<file path="config.mk">
export PLATFORM = sky130hd
export DESIGN_NAME = ic3_fifo
export DESIGN_NICKNAME = d
export VERILOG_FILES = /design/src/rtl/core/ic3_pkg.sv /design/src/rtl/core/ic3_fifo.sv
export SDC_FILE = /design/constraint.sdc
export NUM_CORES = 1
export LEC_CHECK = 0
export BUFFER_PORTS_ARGS = -buffer_cell sky130_fd_sc_hd__clkbuf_2
export CAP_MARGIN = 40
export CORE_MARGIN = 3
export CORE_UTILIZATION = 30
export CTS_CLUSTER_DIAMETER = 100
export DETAILED_ROUTE_END_ITERATION = 12
export GPL_TIMING_DRIVEN = 0
export HOLD_SLACK_MARGIN = 0.15
export PLACE_DENSITY = 0.48
export REMOVE_ABC_BUFFERS = 1
export SLEW_MARGIN = 30
export SYNTH_ARGS = -nofsm -noshare
export SYNTH_HDL_FRONTEND = slang
export SYNTH_SLANG_ARGS = --single-unit
</file>
<file path="constraint.sdc">
create_clock -name clk_i -period 3.5 [get_ports clk_i]
set_input_delay 0.175 -clock clk_i [delete_from_list [all_inputs] [get_ports clk_i]]
set_output_delay 0.175 -clock clk_i [all_outputs]
set_load 0.1 [all_outputs]
</file>
<file path="src/rtl/core/ic3_pkg.sv">
package ic3_pkg;

  localparam logic [8:0] MaxWidth  = 9'd256;
  localparam logic [8:0] MaxHeight = 9'd256;
  localparam int KernelMax = 3;
  localparam int AccW      = 30;
  localparam int ProdW     = 25;

  // register indexes of the configuration port
  localparam logic [2:0] CFG_WIDTH  = 3'd0;
  localparam logic [2:0] CFG_HEIGHT = 3'd1;
  localparam logic [2:0] CFG_BORDER = 3'd2;
  localparam logic [2:0] CFG_SHAPE  = 3'd3;
  localparam logic [2:0] CFG_COEF0  = 3'd4;
  localparam logic [2:0] CFG_COEF1  = 3'd5;
  localparam logic [2:0] CFG_COEF2  = 3'd6;

  localparam logic [1:0] BORDER_CLAMP = 2'd0;
  localparam logic [1:0] BORDER_ZERO  = 2'd1;
  localparam logic [1:0] BORDER_WRAP  = 2'd2;

  typedef enum logic {
    FE_RUN,
    FE_DIV
  } fe_state_e;

  typedef enum logic [1:0] {
    BE_IDLE,
    BE_TAPS,
    BE_DRAIN,
    BE_DONE
  } be_state_e;

  // effective configuration seen by the front and back
  typedef struct packed {
    logic [8:0]       width;
    logic [8:0]       height;
    logic [1:0]       border;
    logic [7:0]       shape;
    logic [2:0][47:0] coef;
  } cfg_t;

  typedef struct packed {
    logic        emit;
    logic [7:0]  pixel;
    logic [15:0] addr;
    logic [7:0]  x;
    logic [7:0]  y;
    logic        last;
  } job_t;

  typedef struct packed {
    logic       ok;
    logic [7:0] idx;
  } tap_coord_t;

  function automatic logic [8:0] eff_dim(input logic [8:0] v, input logic [8:0] vmax);
    logic [8:0] res;
    res = v;
    if (v == 9'd0) res = 9'd1;
    else if (v > vmax) res = vmax;
    return res;
  endfunction

  // map pos + ctr - k into 0..n-1 following the border mode
  function automatic tap_coord_t map_coord(input logic [7:0] pos, input logic [1:0] ctr,
                                           input logic [1:0] k, input logic [8:0] n,
                                           input logic [1:0] mode);
    logic signed [11:0] v;
    logic signed [11:0] ns;
    logic signed [11:0] p1;
    logic signed [11:0] p2;
    logic signed [11:0] m1;
    logic signed [11:0] m2;
    logic signed [11:0] m3;
    logic [8:0]         nm1;
    tap_coord_t         res;
    v   = $signed({4'b0, pos}) + $signed({10'b0, ctr}) - $signed({10'b0, k});
    ns  = $signed({3'b0, n});
    p1  = v + ns;
    p2  = p1 + ns;
    m1  = v - ns;
    m2  = m1 - ns;
    m3  = m2 - ns;
    nm1 = n - 9'd1;
    res.ok  = 1'b1;
    res.idx = '0;
    if (v >= 0 && v < ns) begin
      res.idx = v[7:0];
    end else begin
      case (mode)
        BORDER_CLAMP: res.idx = (v < 0) ? 8'd0 : nm1[7:0];
        BORDER_WRAP: begin
          if (v < 0) res.idx = (p1 >= 0) ? p1[7:0] : p2[7:0];
          else if (m1 < ns) res.idx = m1[7:0];
          else if (m2 < ns) res.idx = m2[7:0];
          else res.idx = m3[7:0];
        end
        default: res.ok = 1'b0;
      endcase
    end
    return res;
  endfunction

endpackage

</file>
<file path="src/rtl/core/ic3_fifo.sv">
module ic3_fifo (
  input  logic            clk_i,
  input  logic            rst_ni,
  input  logic            push_i,
  input  ic3_pkg::job_t   data_i,
  output logic            full_o,
  input  logic            pop_i,
  output ic3_pkg::job_t   data_o,
  output logic            empty_o
);

  ic3_pkg::job_t mem_q [2];
  logic       wr_ptr_q, wr_ptr_d;
  logic       rd_ptr_q, rd_ptr_d;
  logic [1:0] count_q, count_d;

  assign full_o  = (count_q == 2'd2);
  assign empty_o = (count_q == 2'd0);
  assign data_o  = mem_q[rd_ptr_q];

  always_comb begin
    wr_ptr_d = push_i ? ~wr_ptr_q : wr_ptr_q;
    rd_ptr_d = pop_i ? ~rd_ptr_q : rd_ptr_q;
    count_d  = count_q + {1'b0, push_i} - {1'b0, pop_i};
  end

  always_ff @(posedge clk_i or negedge rst_ni) begin
    if (!rst_ni) begin
      wr_ptr_q <= 1'b0;
      rd_ptr_q <= 1'b0;
      count_q  <= 2'd0;
    end else begin
      wr_ptr_q <= wr_ptr_d;
      rd_ptr_q <= rd_ptr_d;
      count_q  <= count_d;
    end
  end

  always_ff @(posedge clk_i) begin
    if (push_i) mem_q[wr_ptr_q] <= data_i;
  end

`ifndef SYNTHESIS
  a_no_overflow: assert property (@(posedge clk_i) disable iff (!rst_ni)
    push_i |-> (!full_o || pop_i)) else $error("item pushed into full queue");
  a_no_underflow: assert property (@(posedge clk_i) disable iff (!rst_ni)
    pop_i |-> !empty_o) else $error("item popped from empty queue");
`endif

endmodule

</file>
# Yosys cells after proc, flatten, opt, wreduce, memory -nomap -nowiden
# Memories as Yosys holds them, arrays and structs flattened.
# Index checks and enable logic that the tools add are counted.
# word_totals
ff_bits,4
ram_bits,84
in_bits,46
output_inout_bits,44
word_cells,12
memories,1
# classes
add_sub_neg,2
n_eq_ne,1
mux,2
bitwise_logic,2
reduce_logical,1
# mem_list
memory,depth,width,read_ports,rd_ports_with_merged_regs,write_ports,line,text
mem_q,2,42,1,0,1,ic3_fifo.sv:12,ic3_pkg::job_t mem_q [2];
# op_table
cell,n
$add A2 B1 Y2,1
$eq A2 B2 Y1 const B,1
$logic_not A2 Y1,1
$mux W1,2
$not A1 Y1,2
$sub A2 B1 Y2,1

# Longest topological paths before layout
# depth
depth_word,2
ltp_mapped,5
depth_no_buf,5

# Least setup slack after synthesis
# No wires, ideal clock.
# synth_path
kind,flip-flop to flip-flop
start,register wr_ptr_q
end,"memory mem_q[0][0] (netlist bit), enable pin"
t_arrival_ps,2281
t_required_ps,3054
path_slack_ps,773
stages_incl_launch_ff,2
path_buffers,0
period_less_slack_ps,2727
cell_sequence,dfrtp_1 > nor2b_1
# synth_lines
item,line,text
"start, declared",ic3_fifo.sv:13,"logic wr_ptr_q, wr_ptr_d;"
"start signal, assigned",ic3_fifo.sv:33,wr_ptr_q <= wr_ptr_d;
"end, declared",ic3_fifo.sv:12,
# No word-level cell before the write port.

==> results.json <==
{
  "synth_top_cell_by_area": "edfxtp_1",
  "layout_min_cycle_time_ns": 2.165,
  "crit_arrival_ns": 1.99,
  "h-tree-depth": 3,
  "synth_area_leaders": "edfxtp_1 74%, mux2_4 17%, dfrtp_1 2.9%, buf_12 2.3%, mux2_2 0.99%",
  "wl_mm": 6.052,
  "finalCritPeriodShare": 0.6185,
  "overflow": 0,
  "cpMaxStageDelayCell": "dfrtp_4",
  "slew_violations": 0,
  "vias": 1804,
  "numCtsBuffers": 9,
  "slew_headroom": 0.6195,
  "detail_route.wl_per_cell_um": 13.91,
  "worstSetupPathDepth": 3,
  "cts.clk_slew.worst_paths_ns": 0.06,
  "crit_path_max_fanout": 31,
  "ant_nets": 0,
  "clk_latency_ns": 0.33,
  "hp-class": "in2async",
  "finalSetupViolCount": 0,
  "crit_family": "buffers and inverters",
  "cts.sinks": 88,
  "post_cts_resized": 0,
  "io_buffers": 89,
  "initial_core_util": 0.3123,
  "fp.dieH_um": 112.9,
  "clock-skew-final_ns": 0.004148,
  "gp_congestion": 0.6291,
  "final_layout_size_suffix_gt1_frac": 0.5153,
  "drt_first_pass_iters": 4,
  "final-hold-violation-count": 0,
  "critical_path_buf_inv_count": 2,
  "grt_max_degree": 32,
  "synth_edf_count": 84,
  "ys_seq_elements": 88,
  "grt_pass1_wl_mm": 9.873,
  "viasPerCell": 4.147,
  "cts_root_buf": "clkbuf_16",
  "crit_path_start_kind": "register",
  "crit_type": "reg2out",
  "hpwl_mm": 3.945,
  "synthCells": 146,
  "fin_nets": 338,
  "antenna_found_initial": 0,
  "worstPathRequired_ns": 3.32,
  "regArea_um2": 2626,
  "cts_tree": "built",
  "drt-initial-drc-count": 45,
  "async_flop_share": 0.04545,
  "r2r_cells": 3,
  "multi_input_area_um2": 718.2,
  "die_area_um2": 12750,
  "boundaryPins": 90,
  "fin_tns_setup_ns": 0,
  "worstMarginPinSlew_ns": 0.5731,
  "drc": 0,
  "yosysSeqAreaShare": 0.7647,
  "synth_top_flop_cell": "edfxtp_1",
  "drv_cap": 0,
  "yosysMostFrequentCell": "edfxtp_1",
  "max_freq_ghz": 0.4619,
  "status": "completed",
  "rows": 38,
  "crit_path_max_incr_delay_ns": 0.62,
  "cts_max_path_buffers": 2,
  "first_global_vias": 1927,
  "yosysWarnings": 0,
  "syn_area_per_cell_um2": 23.49,
  "yosysUniqueCellTypes": 13,
  "cts_setup_buffers": 0,
  "critical_path.cell_chain": "buf_16 -> mux2_2 -> clkbuf_2",
  "yosys.area.top_type_share": 0.7355,
  "fp.dieW_um": 112.9,
  "diodes": 0,
  "setup.worst_path.end_class": "output pin",
  "syn_to_final_growth_pct": 40.61,
  "grt_usage": 0.1008,
  "syn_area_um2": 3430,
  "ys_top_cells_by_count": "84 x edfxtp_1, 39 x mux2_4, 4 x buf_12, 4 x dfrtp_1, 3 x mux2_2",
  "core_area_um2": 10980,
  "rsz0062_at_grt": "false",
  "fillers": 989
}
## kinds of logic after synthesis
logic type / Yosys count / synth area share
adders and majority gates: 2 / 0.007295
muxes: 42 / 0.1806
and+or+nand+nor: 4 / 0.006566
buffers and inverters: 7 / 0.02882
DFF: 88 / 0.7647
xor gates and xnor gates: 3 / 0.01204
## area by class of cell
class	instances	area share
Clock buffer	10	0.04748
Sequential cell	88	0.5446
Tap cell	140	0.03633
Timing Repair Buffer	138	0.2071
Clock inverter	6	0.01401
Multi-Input combinational cell	51	0.1489
Inverter	2	0.001557
## cells in the final DEF, fill, tap and decap left out, types with 3 or more instances in the layout
master,synthesis,layout
mux2_2,3,3
buf_16,0,3
dfrtp_1,4,3
dlygate4sd3_1,0,45
clkbuf_16,0,9
edfxtp_1,84,84
mux2_4,39,39
clkbuf_2,0,89
## per-stage QoR
step	hold WS (ns)	std cells	instance area (µm²)	setup slack (ns)	utilization
4_1_cts	0.1773	435	4822	1.305	0.4391
2_1_floorplan	-0.1206	141	3338	0.7726	-
3_5_place_dp	-0.007060	374	4075	1.673	0.3710
5_1_grt	0.1812	435	4822	1.238	0.4391
3_3_place_gp	-0.01290	370	3959	-0.6840	0.3604
6_report	0.1876	435	4822	1.335	0.4391
## state kept, by name, summed over array words and instances (netlist names)
name / flops
count_q: 2
rd_ptr_q: 1
wr_ptr_q: 1
mem_q: 84
## path summary, 6_finish.rpt
kind | startpoint | endpoint | slack [ns]
max | rd_ptr_q$_DFFE_PN0P_ | data_o[41] | 1.34
min | rst_ni | rd_ptr_q$_DFFE_PN0P_ | 0.19
min reg2reg | wr_ptr_q$_DFFE_PN0P_ | wr_ptr_q$_DFFE_PN0P_ | 0.55
min in group clk_i | wr_ptr_q$_DFFE_PN0P_ | wr_ptr_q$_DFFE_PN0P_ | 0.55
max in group asynchronous | rst_ni | rd_ptr_q$_DFFE_PN0P_ | 3.17
max reg2reg | wr_ptr_q$_DFFE_PN0P_ | mem_q[0][29]$_DFFE_PP_ | 1.98
## per-layer routing
metal / share of wire / vias to the layer above / track usage
met3: 0.065 / 8 / 0.03102
met4: 0.013 / 0 / 0.03846
met1: 0.46 / 868 / 0.1323
met2: 0.46 / 70 / 0.1572
met5: 0 / - / 0
li1: - / 858 / -
## timing repair
item,CTS,global route
hold buffers,45,0
endpoints found under the setup margin,0,0
endpoints found under the hold margin,91,0
Power is not shown: default switching activity piles up to over one toggle a cycle in this logic, so the estimate is an artifact.
