<file path="config.mk">
export PLATFORM = sky130hd
export DESIGN_NAME = ic3_front
export DESIGN_NICKNAME = d
export VERILOG_FILES = /design/src/rtl/core/ic3_pkg.sv /design/src/rtl/core/ic3_front.sv
export SDC_FILE = /design/constraint.sdc
export NUM_CORES = 1
export LEC_CHECK = 0
export ABC_CLOCK_PERIOD_IN_PS = 12100
export BUFFER_PORTS_ARGS = -buffer_cell sky130_fd_sc_hd__buf_2
export CAP_MARGIN = 10
export CORE_MARGIN = 2
export CORE_UTILIZATION = 45
export CTS_CLUSTER_SIZE = 20
export DETAILED_ROUTE_END_ITERATION = 10
export GPL_TIMING_DRIVEN = 1
export PLACE_DENSITY = 0.75
export SLEW_MARGIN = 10
export SYNTH_ARGS = -nofsm -noshare
export SYNTH_HDL_FRONTEND = slang
export SYNTH_SLANG_ARGS = --single-unit
</file>
<file path="constraint.sdc">
create_clock -name clk_i -period 12.1 [get_ports clk_i]
set_input_delay 0 -clock clk_i [delete_from_list [all_inputs] [get_ports clk_i]]
set_output_delay 0 -clock clk_i [all_outputs]
set_load 0.005 [all_outputs]
</file>
<file path="src/rtl/core/ic3_pkg.sv">
package ic3_pkg;

  localparam logic [8:0] MaxWidth  = 9'd256;
  localparam logic [8:0] MaxHeight = 9'd256;
  localparam int KernelMax = 3;
  localparam int AccW      = 30;
  localparam int ProdW     = 25;

  // register indexes of the configuration port
  localparam logic [2:0] CFG_WIDTH  = 3'd0;
  localparam logic [2:0] CFG_HEIGHT = 3'd1;
  localparam logic [2:0] CFG_BORDER = 3'd2;
  localparam logic [2:0] CFG_SHAPE  = 3'd3;
  localparam logic [2:0] CFG_COEF0  = 3'd4;
  localparam logic [2:0] CFG_COEF1  = 3'd5;
  localparam logic [2:0] CFG_COEF2  = 3'd6;

  localparam logic [1:0] BORDER_CLAMP = 2'd0;
  localparam logic [1:0] BORDER_ZERO  = 2'd1;
  localparam logic [1:0] BORDER_WRAP  = 2'd2;

  typedef enum logic {
    FE_RUN,
    FE_DIV
  } fe_state_e;

  typedef enum logic [1:0] {
    BE_IDLE,
    BE_TAPS,
    BE_DRAIN,
    BE_DONE
  } be_state_e;

  // effective configuration seen by the front and back
  typedef struct packed {
    logic [8:0]       width;
    logic [8:0]       height;
    logic [1:0]       border;
    logic [7:0]       shape;
    logic [2:0][47:0] coef;
  } cfg_t;

  typedef struct packed {
    logic        emit;
    logic [7:0]  pixel;
    logic [15:0] addr;
    logic [7:0]  x;
    logic [7:0]  y;
    logic        last;
  } job_t;

  typedef struct packed {
    logic       ok;
    logic [7:0] idx;
  } tap_coord_t;

  function automatic logic [8:0] eff_dim(input logic [8:0] v, input logic [8:0] vmax);
    logic [8:0] res;
    res = v;
    if (v == 9'd0) res = 9'd1;
    else if (v > vmax) res = vmax;
    return res;
  endfunction

  // map pos + ctr - k into 0..n-1 following the border mode
  function automatic tap_coord_t map_coord(input logic [7:0] pos, input logic [1:0] ctr,
                                           input logic [1:0] k, input logic [8:0] n,
                                           input logic [1:0] mode);
    logic signed [11:0] v;
    logic signed [11:0] ns;
    logic signed [11:0] p1;
    logic signed [11:0] p2;
    logic signed [11:0] m1;
    logic signed [11:0] m2;
    logic signed [11:0] m3;
    logic [8:0]         nm1;
    tap_coord_t         res;
    v   = $signed({4'b0, pos}) + $signed({10'b0, ctr}) - $signed({10'b0, k});
    ns  = $signed({3'b0, n});
    p1  = v + ns;
    p2  = p1 + ns;
    m1  = v - ns;
    m2  = m1 - ns;
    m3  = m2 - ns;
    nm1 = n - 9'd1;
    res.ok  = 1'b1;
    res.idx = '0;
    if (v >= 0 && v < ns) begin
      res.idx = v[7:0];
    end else begin
      case (mode)
        BORDER_CLAMP: res.idx = (v < 0) ? 8'd0 : nm1[7:0];
        BORDER_WRAP: begin
          if (v < 0) res.idx = (p1 >= 0) ? p1[7:0] : p2[7:0];
          else if (m1 < ns) res.idx = m1[7:0];
          else if (m2 < ns) res.idx = m2[7:0];
          else res.idx = m3[7:0];
        end
        default: res.ok = 1'b0;
      endcase
    end
    return res;
  endfunction

endpackage

</file>
<file path="src/rtl/core/ic3_front.sv">
module ic3_front (
  input  logic            clk_i,
  input  logic            rst_ni,
  input  ic3_pkg::cfg_t   cfg_i,
  input  logic            width_wr_i,
  input  logic            in_valid_i,
  output logic            in_stall_o,
  input  logic            action_i,
  input  logic [7:0]      pixel_in_i,
  output logic            push_o,
  output ic3_pkg::job_t   job_o,
  input  logic            full_i
);

  ic3_pkg::fe_state_e state_q, state_d;
  logic [15:0] load_pos_q, load_pos_d;
  logic [15:0] emit_pos_q, emit_pos_d;
  logic [7:0]  ex_q, ex_d;
  logic [7:0]  ey_q, ey_d;
  logic        sync_q, sync_d;
  logic [8:0]  div_rem_q, div_rem_d;
  logic [15:0] div_quo_q, div_quo_d;
  logic [3:0]  div_cnt_q, div_cnt_d;

  logic [17:0] npix;
  logic [15:0] load_addr;
  logic [16:0] load_nxt;
  logic        emit_wrap;
  logic [15:0] e_pos;
  logic [7:0]  e_x;
  logic [7:0]  e_y;
  logic        e_last;
  logic [8:0]  x_inc;
  logic [9:0]  div_sh;
  logic        div_ge;
  logic [9:0]  div_sub;

  assign npix      = {9'b0, cfg_i.width} * {9'b0, cfg_i.height};
  assign load_addr = ({2'b0, load_pos_q} >= npix) ? 16'd0 : load_pos_q;
  assign load_nxt  = {1'b0, load_addr} + 17'd1;
  assign emit_wrap = ({2'b0, emit_pos_q} >= npix);
  assign e_pos     = emit_wrap ? 16'd0 : emit_pos_q;
  assign e_x       = emit_wrap ? 8'd0 : ex_q;
  assign e_y       = emit_wrap ? 8'd0 : ey_q;
  assign e_last    = ({2'b0, e_pos} == (npix - 18'd1));
  assign x_inc     = {1'b0, e_x} + 9'd1;

  assign div_sh  = {div_rem_q, div_quo_q[15]};
  assign div_ge  = (div_sh >= {1'b0, cfg_i.width});
  assign div_sub = div_sh - {1'b0, cfg_i.width};

  assign in_stall_o = (state_q != ic3_pkg::FE_RUN) || !sync_q || full_i;
  assign push_o     = in_valid_i && !in_stall_o;

  always_comb begin
    job_o.emit  = action_i;
    job_o.pixel = pixel_in_i;
    job_o.addr  = load_addr;
    job_o.x     = e_x;
    job_o.y     = e_y;
    job_o.last  = e_last;
  end

  always_ff @(posedge clk_i or negedge rst_ni) begin
    if (!rst_ni) begin
      state_q    <= ic3_pkg::FE_RUN;
      load_pos_q <= '0;
      emit_pos_q <= '0;
      ex_q       <= '0;
      ey_q       <= '0;
      sync_q     <= 1'b1;
      div_cnt_q  <= '0;
    end else begin
      state_q    <= state_d;
      load_pos_q <= load_pos_d;
      emit_pos_q <= emit_pos_d;
      ex_q       <= ex_d;
      ey_q       <= ey_d;
      sync_q     <= sync_d;
      div_cnt_q  <= div_cnt_d;
    end
  end

  always_ff @(posedge clk_i) begin
    div_rem_q <= div_rem_d;
    div_quo_q <= div_quo_d;
  end

  always_comb begin
    state_d    = state_q;
    load_pos_d = load_pos_q;
    emit_pos_d = emit_pos_q;
    ex_d       = ex_q;
    ey_d       = ey_q;
    sync_d     = sync_q;
    div_rem_d  = div_rem_q;
    div_quo_d  = div_quo_q;
    div_cnt_d  = div_cnt_q;
    unique case (state_q)
      ic3_pkg::FE_RUN: begin
        if (!sync_q) begin
          // rebuild column and row of the emit position for the new width
          div_rem_d = '0;
          div_quo_d = emit_pos_q;
          div_cnt_d = 4'd15;
          state_d   = ic3_pkg::FE_DIV;
        end else if (push_o) begin
          if (!action_i) begin
            load_pos_d = ({1'b0, load_nxt} >= npix) ? 16'd0 : load_nxt[15:0];
          end else if (e_last) begin
            emit_pos_d = '0;
            ex_d       = '0;
            ey_d       = '0;
          end else begin
            emit_pos_d = e_pos + 16'd1;
            if (x_inc == cfg_i.width) begin
              ex_d = '0;
              ey_d = e_y + 8'd1;
            end else begin
              ex_d = x_inc[7:0];
              ey_d = e_y;
            end
          end
        end
      end
      ic3_pkg::FE_DIV: begin
        div_rem_d = div_ge ? div_sub[8:0] : div_sh[8:0];
        div_quo_d = {div_quo_q[14:0], div_ge};
        div_cnt_d = div_cnt_q - 4'd1;
        if (div_cnt_q == 4'd0) begin
          ex_d    = div_rem_d[7:0];
          ey_d    = div_quo_d[7:0];
          sync_d  = 1'b1;
          state_d = ic3_pkg::FE_RUN;
        end
      end
      default: state_d = ic3_pkg::FE_RUN;
    endcase
    if (width_wr_i) begin
      sync_d  = 1'b0;
      state_d = ic3_pkg::FE_RUN;
    end
  end

`ifndef SYNTHESIS
  a_div_stalls: assert property (@(posedge clk_i) disable iff (!rst_ni)
    (state_q == ic3_pkg::FE_DIV) |-> !push_o) else $error("item taken during position rebuild");
`endif

endmodule

</file>
== Word-level counts from Yosys, hierarchy flattened ==
Cells that the tools add are included.
W data, S select, Z words.
Word-level totals
  bits in registers: 79
  input port bits: 186
  output and inout bits: 44
  word-level logic and storage cells: 76
Cells by class
  add/sub/neg operators: 7
  $mul: 1
  $lt $le $gt $ge: 4
  equal/unequal tests: 7
  multiplexer cells: 34
  bitwise logic cells: 2
  reductions and logical operators: 12
Operators with widths (count)
  $mux W8: 14
  $mux W16: 5
  $ge A16 B18 Y1: 2
  $pmux W16 S2: 1
  $pmux W8 S2: 2
  $eq A16 B18 Y1: 1
  $ge A17 B18 Y1: 1
  $mul A9 B9 Y18: 1
  $mux W9: 2
  $pmux W9 S2: 1
  $sub A18 B1 Y18 const B: 1
  $add A16 B1 Y17 const B: 1
  $add A16 B1 Y16 const B: 1
  $reduce_and A4 Y1: 3
  $ge A10 B9 Y1: 1
  $add A8 B1 Y9 const B: 1
  $eq A9 B9 Y1: 1
  $sub A9 B9 Y9: 1
  $add A8 B1 Y8 const B: 1
  $ne A2 B2 Y1 const B: 4
  $pmux W4 S2: 1
  $mux W1: 6
  $logic_not A4 Y1: 1
  $mux W4: 1
  9 further kinds: 13

== Logic depth before layout (Yosys ltp) ==
Gate-level depths: netlist of run 1.
  depth after elaboration: 11
  depth in mapped cells: 45
  gate-level depth less buffers: 41

== Least setup slack after synthesis of run 1 ==
Ideal clock, no wire load.
  path type: input-to-reg
  from: input port cfg_i[163] (netlist name)
  to: register load_pos_q[11]
  library setup time: 0.069 ns
  data arrival time: 8.765 ns
  data required time: 12.031 ns
  setup slack: 3.266 ns
  stages on the path: 41
  path buffers: 4
  cells stage by stage: clkbuf_1 -> nand2_1 -> fa_1 -> fa_1 -> inv_1 -> fa_1 -> inv_1 -> fa_1 -> inv_1 -> ha_1 -> and2_1 -> a221o_1 -> o211a_1 -> a211o_1 -> ha_1 -> a21o_1 -> a21oi_1 -> nand2_1 -> (+5 left out) -> buf_1 -> nor2_1 -> ha_1 -> nand3_1 -> nor2_1 -> and3_1 -> nand3_1 -> xor2_1 -> nor2_1 -> ha_1 -> a21o_1 -> a211oi_1 -> o21ai_0 -> a211oi_1 -> o21ba_2 -> clkbuf_1 -> a21o_1 -> a32o_1
RTL lines
  start, declared: RTL line ic3_front.sv:4  | input ic3_pkg::cfg_t cfg_i,
  end signal, assigned: RTL line ic3_front.sv:75  | load_pos_q <= load_pos_d;
  end, declared: RTL line ic3_front.sv:16  | logic [15:0] load_pos_q, load_pos_d;

== Worst setup path in the final report of run 1 ==
  from: input port cfg_i[163] (netlist name)
  to: register ey_q[4]
On the way
  word-level cells in the longest chain between the ends: 11
  elaborated cells on any way between the ends: 16
  classes of those cells: add/sub (3); mul (1); order compare (1); eq/ne (2); mux (9)
RTL lines
  $mul A9 B9 Y18: RTL line ic3_front.sv:38  | assign npix = {9'b0, cfg_i.width} * {9'b0, cfg_i.height};
  $ge A16 B18 Y1: RTL line ic3_front.sv:41  | assign emit_wrap = ({2'b0, emit_pos_q} >= npix);
  $mux W8: RTL line ic3_front.sv:43  | assign e_x = emit_wrap ? 8'd0 : ex_q;
  $add A8 B1 Y9: RTL line ic3_front.sv:46  | assign x_inc = {1'b0, e_x} + 9'd1;
  $eq A9 B9 Y1: RTL line ic3_front.sv:116  | if (x_inc == cfg_i.width) begin
  $mux W8: RTL line ic3_front.sv:116
  $mux W8 *: RTL line ic3_front.sv:110  | end else if (e_last) begin
  $mux W8 *: RTL line ic3_front.sv:108  | if (!action_i) begin
  $mux W8 *: RTL line ic3_front.sv:107  | end else if (push_o) begin
  $mux W8 *: RTL line ic3_front.sv:101  | if (!sync_q) begin
  $pmux W8 S2 *: RTL line ic3_front.sv:99  | unique case (state_q)
  end signal, assigned: RTL line ic3_front.sv:78  | ey_q <= ey_d;
  end, declared: RTL line ic3_front.sv:19  | logic [7:0] ey_q, ey_d;
Every way passes the cells marked *; elsewhere a longest branch is shown, timed or not. The select of a mux whose other input is x is not followed.
A chain may end at the register's enable or synchronous reset.

==> results.cfg, run 1 <==
[worst_setup_path]
endpoint_kind = register
crit_arrival_ns = 10.20
r2r_cells = 20
crit_type = in -> reg
critPathMaxFanout = 24
worstPathRequired_ns = 12.37
cp_slowest_cell = nor4_1
slowest_delay_ns = 0.76
critPathLaunchType = input pin

[die]
rows = 53
dieWidth_um = 152
core-area_mm2 = 0.0212
start_util_pct = 46.2
io_pins = 230
dieHeight_um = 152
dieArea_mm2 = 0.0230

[finish]
seq_area_mm2 = 0.00210
nFillCells = 2020
design_area_mm2 = 0.0105
diodes = 0
multi_input_area_mm2 = 0.00696
instances_no_fill = 1470
utilization_pct = 49.5
syn_to_final_growth_pct = 7.24
fin_nets = 1524
layout-drive-gt1-share_pct = 8.95

[routing]
vias_per_cell = 5.83
drc = 0
ant_nets = 0
postRouteWirelength_um = 25400
vias = 8566
detail_route.first_pass.iterations = 7
wl_per_cell_um = 17.3
drt_iter0_markers = 678

[clock_tree]
ctsResizeCount = 0
h-tree-depth = 3
cts.clk_slew.worst_paths_ns = 0.06
cts.sinks = 79
insertion_delay_ns = 0.36
cts_tree = done
root_buffer = clkbuf_16
ctsLongestPathBuffers = 2
numCtsBuffers = 9

[place]
dpl_cell_area_mm2 = 0.0102
io_buffers = 59
gp_congestion = 0.881
hpwl_um = 19500
dp_cells = 1452

[pwr]
cellPowerDensity_mw_per_mm2 = 181
internal_power_uw = 947
power_mw = 1.90
pwr-share-seq_pct = 16.9
clkPwrFrac_pct = 14.1
p_leak_nw = 5.01
vdd_drop_max_mv = 0.108
swShare_pct = 50.2
power_frac_comb_pct = 68.9
switchingPower_uw = 953

[global_routing]
grt_max_degree = 55
grt-ovfl-total = 0
grt_usage_pct = 23.1
grt_pass1_wl_um = 42200
grt_pass1_vias = 8405
antenna_found_initial = 0

[timing]
slew_headroom_pct = 35.9
period_share_pct = 82.1
fin_worst_skew_ns = 0.00901
rsz0062_at_grt = no
setup_violations = 0
fmax_mhz = 101
period_minus_slack_ns = 9.93
setup_tns_ns = 0
drv_slew = 0
hold_viol = 0
worst_slew_pin_slew_ns = 0.958

[synth]
synth_compound_area_share_pct = 18.5
synth_mux_area_share_pct = 1.84
ys.warnings.count = 0
synth-simple-area-share_pct = 22.9
synth_top_family_by_area = simple AND/OR/NAND/NOR gates
synth_cell_types = 81
syn-num-nets = 1509
synth_xor_area_share_pct = 4.83
synth_area_per_cell_um2 = 8.34
synth-seq-cells = 79
netlist_area_mm2 = 0.00979
synthAdderAreaFrac_pct = 22.9
synth_cells = 1175
synth_edf_count = 25
async_flop_share_pct = 68.4
ys_seq_area_share_pct = 21.5
synth_flop_cell = dfrtp_1

[hold_path]
hp-class = in -> out
hold_depth = 0

[outcome]
status = completed

[flow_run]
drv_cap = 0
[layout make-up]
cell class / count / area share, %
Multi-Input combinational cell: 914 / 66.3
Sequential cell: 79 / 20.0
Inverter: 118 / 4.22
Timing Repair Buffer: 68 / 3.50
Tap cell: 275 / 3.28
Clock buffer: 9 / 2.14
Clock inverter: 7 / 0.536
[path summary, 6_finish.rpt]
check | from | endpoint | slack, ns
worst max-delay path | cfg_i[163] | ey_q[4] | 2.17
worst min-delay path | pixel_in_i[7] | job_o[40] | 0.000002
min in group asynchronous | rst_ni | div_cnt_q[3] | 0.30
worst min register to register | div_cnt_q[0] | div_cnt_q[0] | 0.49
max in group asynchronous | rst_ni | load_pos_q[10] | 11.27
worst max register to register | emit_pos_q[7] | ey_q[4] | 5.61
[critical path, delay by kind of cell]
| family | cells | cell delay [ns] |
|---|---|---|
| and+or+nand+nor | 11 | 3.52 |
| AOI/OAI and AO/OA | 8 | 1.86 |
| adders and majority gates | 8 | 3.50 |
| xor gates and xnor gates | 2 | 0.53 |
| buffers and inverters | 5 | 0.75 |
[flip-flops by register name (all words and copies together) (netlist names)]
signal	flops
state_q	1
load_pos_q	16
div_cnt_q	4
div_quo_q	16
emit_pos_q	16
sync_q	1
ey_q	8
div_rem_q	9
ex_q	8
[metal layers]
layer	share of wire (%)	routed length [um]	up-vias	track usage [%]
met3	5.7	1450	44	4.13
li1	-	-	4126	-
met1	46	11600	4125	31.1
met5	0	0	-	0
met4	1.9	490	0	6.94
met2	47	11900	271	38.1
[cell families (layout without fill, tap and decap cells)]
group	count (synthesis)	in the layout
AO/OA/AOI/OAI	249	249
XOR/XNOR	54	54
flip-flops	79	79
multiplexers	17	17
AND/OR/NAND/NOR	445	445
adder cells (fa/ha/maj)	149	149
buffers and inverters	182	202
[cell usage in the layout (no fill, tap or decap), types with 17 or more instances in the layout]
cell type  netlist  final
inv_1          118    118
nand2_1        111    111
nor2_1          98     97
ha_1            97     97
and2_1          71     71
buf_2            2     59
dfrtp_1         53     53
fa_1            51     51
o21ai_0         42     42
a21oi_1         39     39
xnor2_1         33     33
nand3_1         30     30
nor2b_1         26     26
a21o_1          25     25
edfxtp_1        25     25
xor2_1          21     21
nor3_1          22     21
and3_1          17     17
[Yosys cell counts, drive strengths merged (4+ instances only)]
master	instances	share of area (%)
dfrtp	53	14
o31ai	9	0.69
ha	97	12
o2111ai	4	0.36
o22ai	9	0.57
a21oi	39	2.0
or2	5	0.32
edfxtp	25	7.7
nand4	10	0.64
nor2	98	3.8
o211ai	6	0.51
a2111oi	5	0.89
mux2i	9	0.92
a211oi	7	0.54
nor3	22	1.1
a21o	25	1.9
inv	118	4.5
or3	13	0.88
clkbuf	45	1.7
nand2	111	4.3
xor2	21	1.9
o21ai	56	3.0
fa	51	10
buf	19	1.3
nand3	31	1.6
xnor2	33	3.0
a22o	12	1.1
o21a	7	0.54
nand2b	13	0.83
a221o	5	0.51
nor2b	26	1.7
nor3b	5	0.38
and3	17	1.1
a22oi	10	0.77
mux2	8	0.92
and2	71	4.5
a32o	5	0.51
nor4	11	0.77
a211o	10	0.89
[repair_timing]
action	4_1_cts	5_1_grt
hold endpoints to repair	55	0
setup buffers	0	0
hold buffers	2	0
[per-stage QoR]
step / worst slack [ns] / hold slack [ns]
floorplan: 3.27 / -0.296
global placement: 2.14 / 0.0000346
detailed placement: 1.92 / 0.0000346
CTS: 2.26 / 0.0000346
global route: 1.56 / 0.00000794
finish: 2.17 / 0.00000198
[power by group through the flow]
stage               registers, mW  logic [mW]  clock network, mW
floorplan                   0.320       0.998                  0
detailed placement          0.326        1.29                  0
global route                0.324        1.46              0.284
CTS                         0.321        1.30              0.274
global placement            0.324        1.25                  0
finish                      0.321        1.31              0.269
Power figures use the tool's default switching activity.
==> run 2, diff against run 1 <==
Settings changed: ABC_CLOCK_PERIOD_IN_PS 12100 to 9900.
Clock period 12.1 ns to 9.9 ns, I/O delays scaled along.
==> results.cfg, run 2 (synthesized netlist as in run 1, its figures left out) <==
[outcome]
status = completed

[global_routing]
antenna_found_initial = 0
grt_usage_pct = 22.8
grt_pass1_wl_um = 41700
grt_max_degree = 55
grt-ovfl-total = 0
grt_pass1_vias = 8296

[timing]
worst_slew_pin_slew_ns = 1.08
drv_slew = 0
whs_ns = 0.00000198
hold_viol = 0
rsz0062_at_grt = no
fin_worst_skew_ns = 0.00928
period_share_pct = 92.5
period_minus_slack_ns = 9.16
setup_violations = 0
setup_tns_ns = 0
finalWorstSetupSlack_ns = 0.740
fmax_mhz = 109
slew_headroom_pct = 27.2

[finish]
nFillCells = 1981
layout-drive-gt1-share_pct = 9.48
instances_no_fill = 1477
final_cell_mix = inv_1 (118), nand2_1 (111), nor2_1 (97), ha_1 (97), and2_1 (71)
design_area_mm2 = 0.0106
seq_area_mm2 = 0.00210
final_common_cell = inv_1
diodes = 0
reg.largest.list = div_quo_q x16, emit_pos_q x16, load_pos_q x16
multi_input_area_mm2 = 0.00696
fin_nets = 1531
syn_to_final_growth_pct = 7.81

[worst_setup_path]
worstPathRequired_ns = 10.19
critPathMaxFanout = 12
endpoint_kind = register
crit_buf_inv = 5
critPathLaunchType = input pin
cp_slowest_cell = fa_1
slowest_delay_ns = 0.54
critPathMostFrequentCell = nor2_1
path_delay_family = adder cells
crit_arrival_ns = 9.45
crit_type = in -> reg

[place]
gp_congestion = 0.876
io_buffers = 59
dpl_cell_area_mm2 = 0.0103
hpwl_um = 19300
dp_cells = 1459
pre_cts_slack_ns = 0.549

[clock_tree]
cts.sinks = 79
ctsLongestPathBuffers = 2
numCtsBuffers = 9
root_buffer = clkbuf_16
cts_tree = done
cts.clk_slew.worst_paths_ns = 0.06
insertion_delay_ns = 0.35
h-tree-depth = 3
postCtsHoldBufs = 2
post_cts.repair.setup_buffers = 0
ctsResizeCount = 0

[routing]
vias_per_cell = 5.84
postRouteWirelength_um = 25300
drc = 0
routed-wl-met3_um = 1620
dr_wl_met2_um = 11700
drt_iter0_markers = 699
wl_per_cell_um = 17.1
wl_met1_um = 11400
vias = 8619
ant_nets = 0
top_layer_used = met4
detail_route.first_pass.iterations = 5

[die]
core-area_mm2 = 0.0212
dieWidth_um = 152
io_pins = 230
rows = 53
start_util_pct = 46.2
dieHeight_um = 152
dieArea_mm2 = 0.0230

[hold_path]
hp-class = in -> out

[pwr]
cellPowerDensity_mw_per_mm2 = 224
p_leak_nw = 5.04
vdd_drop_max_mv = 0.159

[flow_run]
drv_cap = 0
run 2: cell count changes in the layout (fill, tap and decap cells not counted):
cell and delta:
inv_8 -1, buf_4 +7, clkinv_1 -1, clkbuf_1 +1
clkbuf_8 +1
run 2: power breakdown:
group | switching (mW) | internal [mW] | total (mW)
sequential | 0.0215 | 0.371 | 0.393
clock | 0.149 | 0.179 | 0.328
combinational | 0.997 | 0.648 | 1.65
total | 1.17 | 1.20 | 2.37
run 2: final cells by class:
| class | count | share of cell area [%] |
|---|---|---|
| inverters | 118 | 4.19 |
| clock inverters | 5 | 0.391 |
| multi-input cells | 914 | 66.0 |
| clock buffers | 11 | 2.30 |
| well taps | 275 | 3.26 |
| flip-flops and latches | 79 | 19.9 |
| repair buffers | 75 | 3.98 |
run 2: worst paths after layout:
path | slack, ns | endpoint | depth (start not counted) | from
max | 0.74 | load_pos_q[3] | 37 | cfg_i[164]
min | 0.000002 | job_o[40] | 0 | pixel_in_i[7]
max reg2reg | 3.77 | load_pos_q[3] | 27 | load_pos_q[0]
min reg2reg | 0.50 | div_cnt_q[0] | 1 | div_cnt_q[0]
max in group asynchronous | 9.08 | load_pos_q[6] | 3 | rst_ni
min in group asynchronous | 0.31 | ex_q[3] | 3 | rst_ni
run 2: stage by stage:
stage          total power [mW]  util [%]
6_report                   2.37      49.8
3_3_place_gp               1.97      48.3
3_5_place_dp               2.02      48.3
5_1_grt                    2.59      49.8
2_1_floorplan              1.61         -
4_1_cts                    2.36      49.8
run 2: routing by layer:
metal  GRT usage, %  vias to the layer above
met4           7.36                        0
li1               -                     4140
met1           30.7                     4124
met5              0                        -
met2           37.1                      302
met3           4.04                       53
==> run 3, diff against run 2 <==
Settings changed: ABC_CLOCK_PERIOD_IN_PS 9900 to 10500.
Clock period 9.9 ns to 10.5 ns, I/O delays scaled along.
==> results.cfg, run 3 (synthesized netlist as in run 1, its figures left out) <==
[outcome]
status = completed

[worst_setup_path]
slowest_delay_ns = 0.56
worstPathRequired_ns = 10.79
critPathMostFrequentCell = nor2_1
crit_arrival_ns = 9.75
cp_slowest_cell = fa_1
critPathMaxFanout = 13
critPathLaunchType = input pin
endpoint_kind = register
crit_type = in -> reg

[finish]
reg.largest.list = div_quo_q x16, emit_pos_q x16, load_pos_q x16
fin_nets = 1526
final_cell_mix = inv_1 (118), nand2_1 (111), nor2_1 (97), ha_1 (97), and2_1 (71)
utilization_pct = 49.8
layout-drive-gt1-share_pct = 9.11
syn_to_final_growth_pct = 7.81
diodes = 0
final_common_cell = inv_1

[die]
io_pins = 230
core-area_mm2 = 0.0212
dieWidth_um = 152
start_util_pct = 46.2
rows = 53
dieArea_mm2 = 0.0230
dieHeight_um = 152

[routing]
drt_iter0_markers = 563
detail_route.first_pass.iterations = 7
postRouteWirelength_um = 25100
vias_per_cell = 5.84
ant_nets = 0
wl_per_cell_um = 17.1
drc = 0
vias = 8596

[timing]
hold_viol = 0
rsz0062_at_grt = no
setup_tns_ns = 0
slew_headroom_pct = 23.6
worst_slew_pin_slew_ns = 1.14
fin_worst_skew_ns = 0.00964
period_share_pct = 90.1
drv_slew = 0
period_minus_slack_ns = 9.46
setup_violations = 0
whs_ns = 0.00000198
fmax_mhz = 106

[place]
io_buffers = 59
gp_congestion = 0.876
hpwl_um = 19300

[global_routing]
antenna_found_initial = 0
grt_pass1_wl_um = 41700
grt_max_degree = 55
grt_pass1_vias = 8392
grt-ovfl-total = 0
grt_usage_pct = 22.8

[clock_tree]
numCtsBuffers = 9
cts_tree = done
cts.clk_slew.worst_paths_ns = 0.06
cts.sinks = 79
post_cts.repair.setup_buffers = 0
insertion_delay_ns = 0.36
root_buffer = clkbuf_16
ctsLongestPathBuffers = 2
h-tree-depth = 3

[pwr]
cellPowerDensity_mw_per_mm2 = 212
power_mw = 2.24
vdd_drop_max_mv = 0.129
p_leak_nw = 5.03

[flow_run]
drv_cap = 0

[hold_path]
hp-class = in -> out
run 3: changes by cell type in the layout (fill, tap and decap cells not counted), sizes merged:
| cell | before | now |
|---|---|---|
| clkbuf | 11 | 10 |
| bufinv | 0 | 2 |
| buf | 73 | 68 |
| inv | 120 | 119 |
run 3: timing repair:
action / CTS / global route
hold buffers: 2 / 0
hold endpoints to repair: 55 / 0
gates resized for setup: 0 / 0
run 3: layer usage:
| metal | vias up | wire length [um] | part of all wire (%) | GRT usage (%) |
|---|---|---|---|---|
| met4 | 0 | 615 | 2.4 | 7.96 |
| met5 | - | 0 | 0 | 0 |
| met2 | 240 | 11500 | 46 | 37.1 |
| met1 | 4185 | 11800 | 47 | 31.5 |
| met3 | 44 | 1150 | 4.6 | 2.81 |
| li1 | 4127 | - | - | - |
run 3: area by class of cell:
class	instances	area (um2)
well taps	275	344
clock buffers	10	229
multi-input cells	914	6960
fillers	2059	10700
inverters	118	443
clock inverters	6	92.6
flip-flops and latches	79	2100
repair buffers	70	383
run 3: path summary, 6_finish.rpt:
path | start | endpoint | slack (ns) | cells after the start
setup / recovery | cfg_i[163] | load_pos_q[3] | 1.04 | 37
hold / removal | pixel_in_i[7] | job_o[40] | 0.000002 | 0
setup reg to reg | load_pos_q[0] | load_pos_q[3] | 4.37 | 27
hold reg to reg | div_cnt_q[0] | div_cnt_q[0] | 0.50 | 1
max in group asynchronous | rst_ni | load_pos_q[7] | 9.67 | 3
min in group asynchronous | rst_ni | div_cnt_q[2] | 0.31 | 3
run 3: metrics by stage:
stage	worst slack (ns)	area [um2]	cells
global placement	0.963	10200	1454
global route	0.342	10600	1472
detailed placement	0.796	10200	1454
floorplan	1.67	9790	1175
finish	1.04	10600	1472
CTS	1.12	10600	1472
run 3: where the power goes:
group / switching [mW] / internal, mW / total (mW)
combinational: 0.937 / 0.581 / 1.52
clock: 0.143 / 0.210 / 0.353
sequential: 0.0195 / 0.350 / 0.369
total: 1.10 / 1.14 / 2.24
run 3: critical path, delay by kind of cell:
kind,cells,cell delay (ns)
fa+ha+maj,8,3.33
simple gates,12,2.81
compound gates,11,2.68
buf+inv,5,0.77
xor+xnor,1,0.16
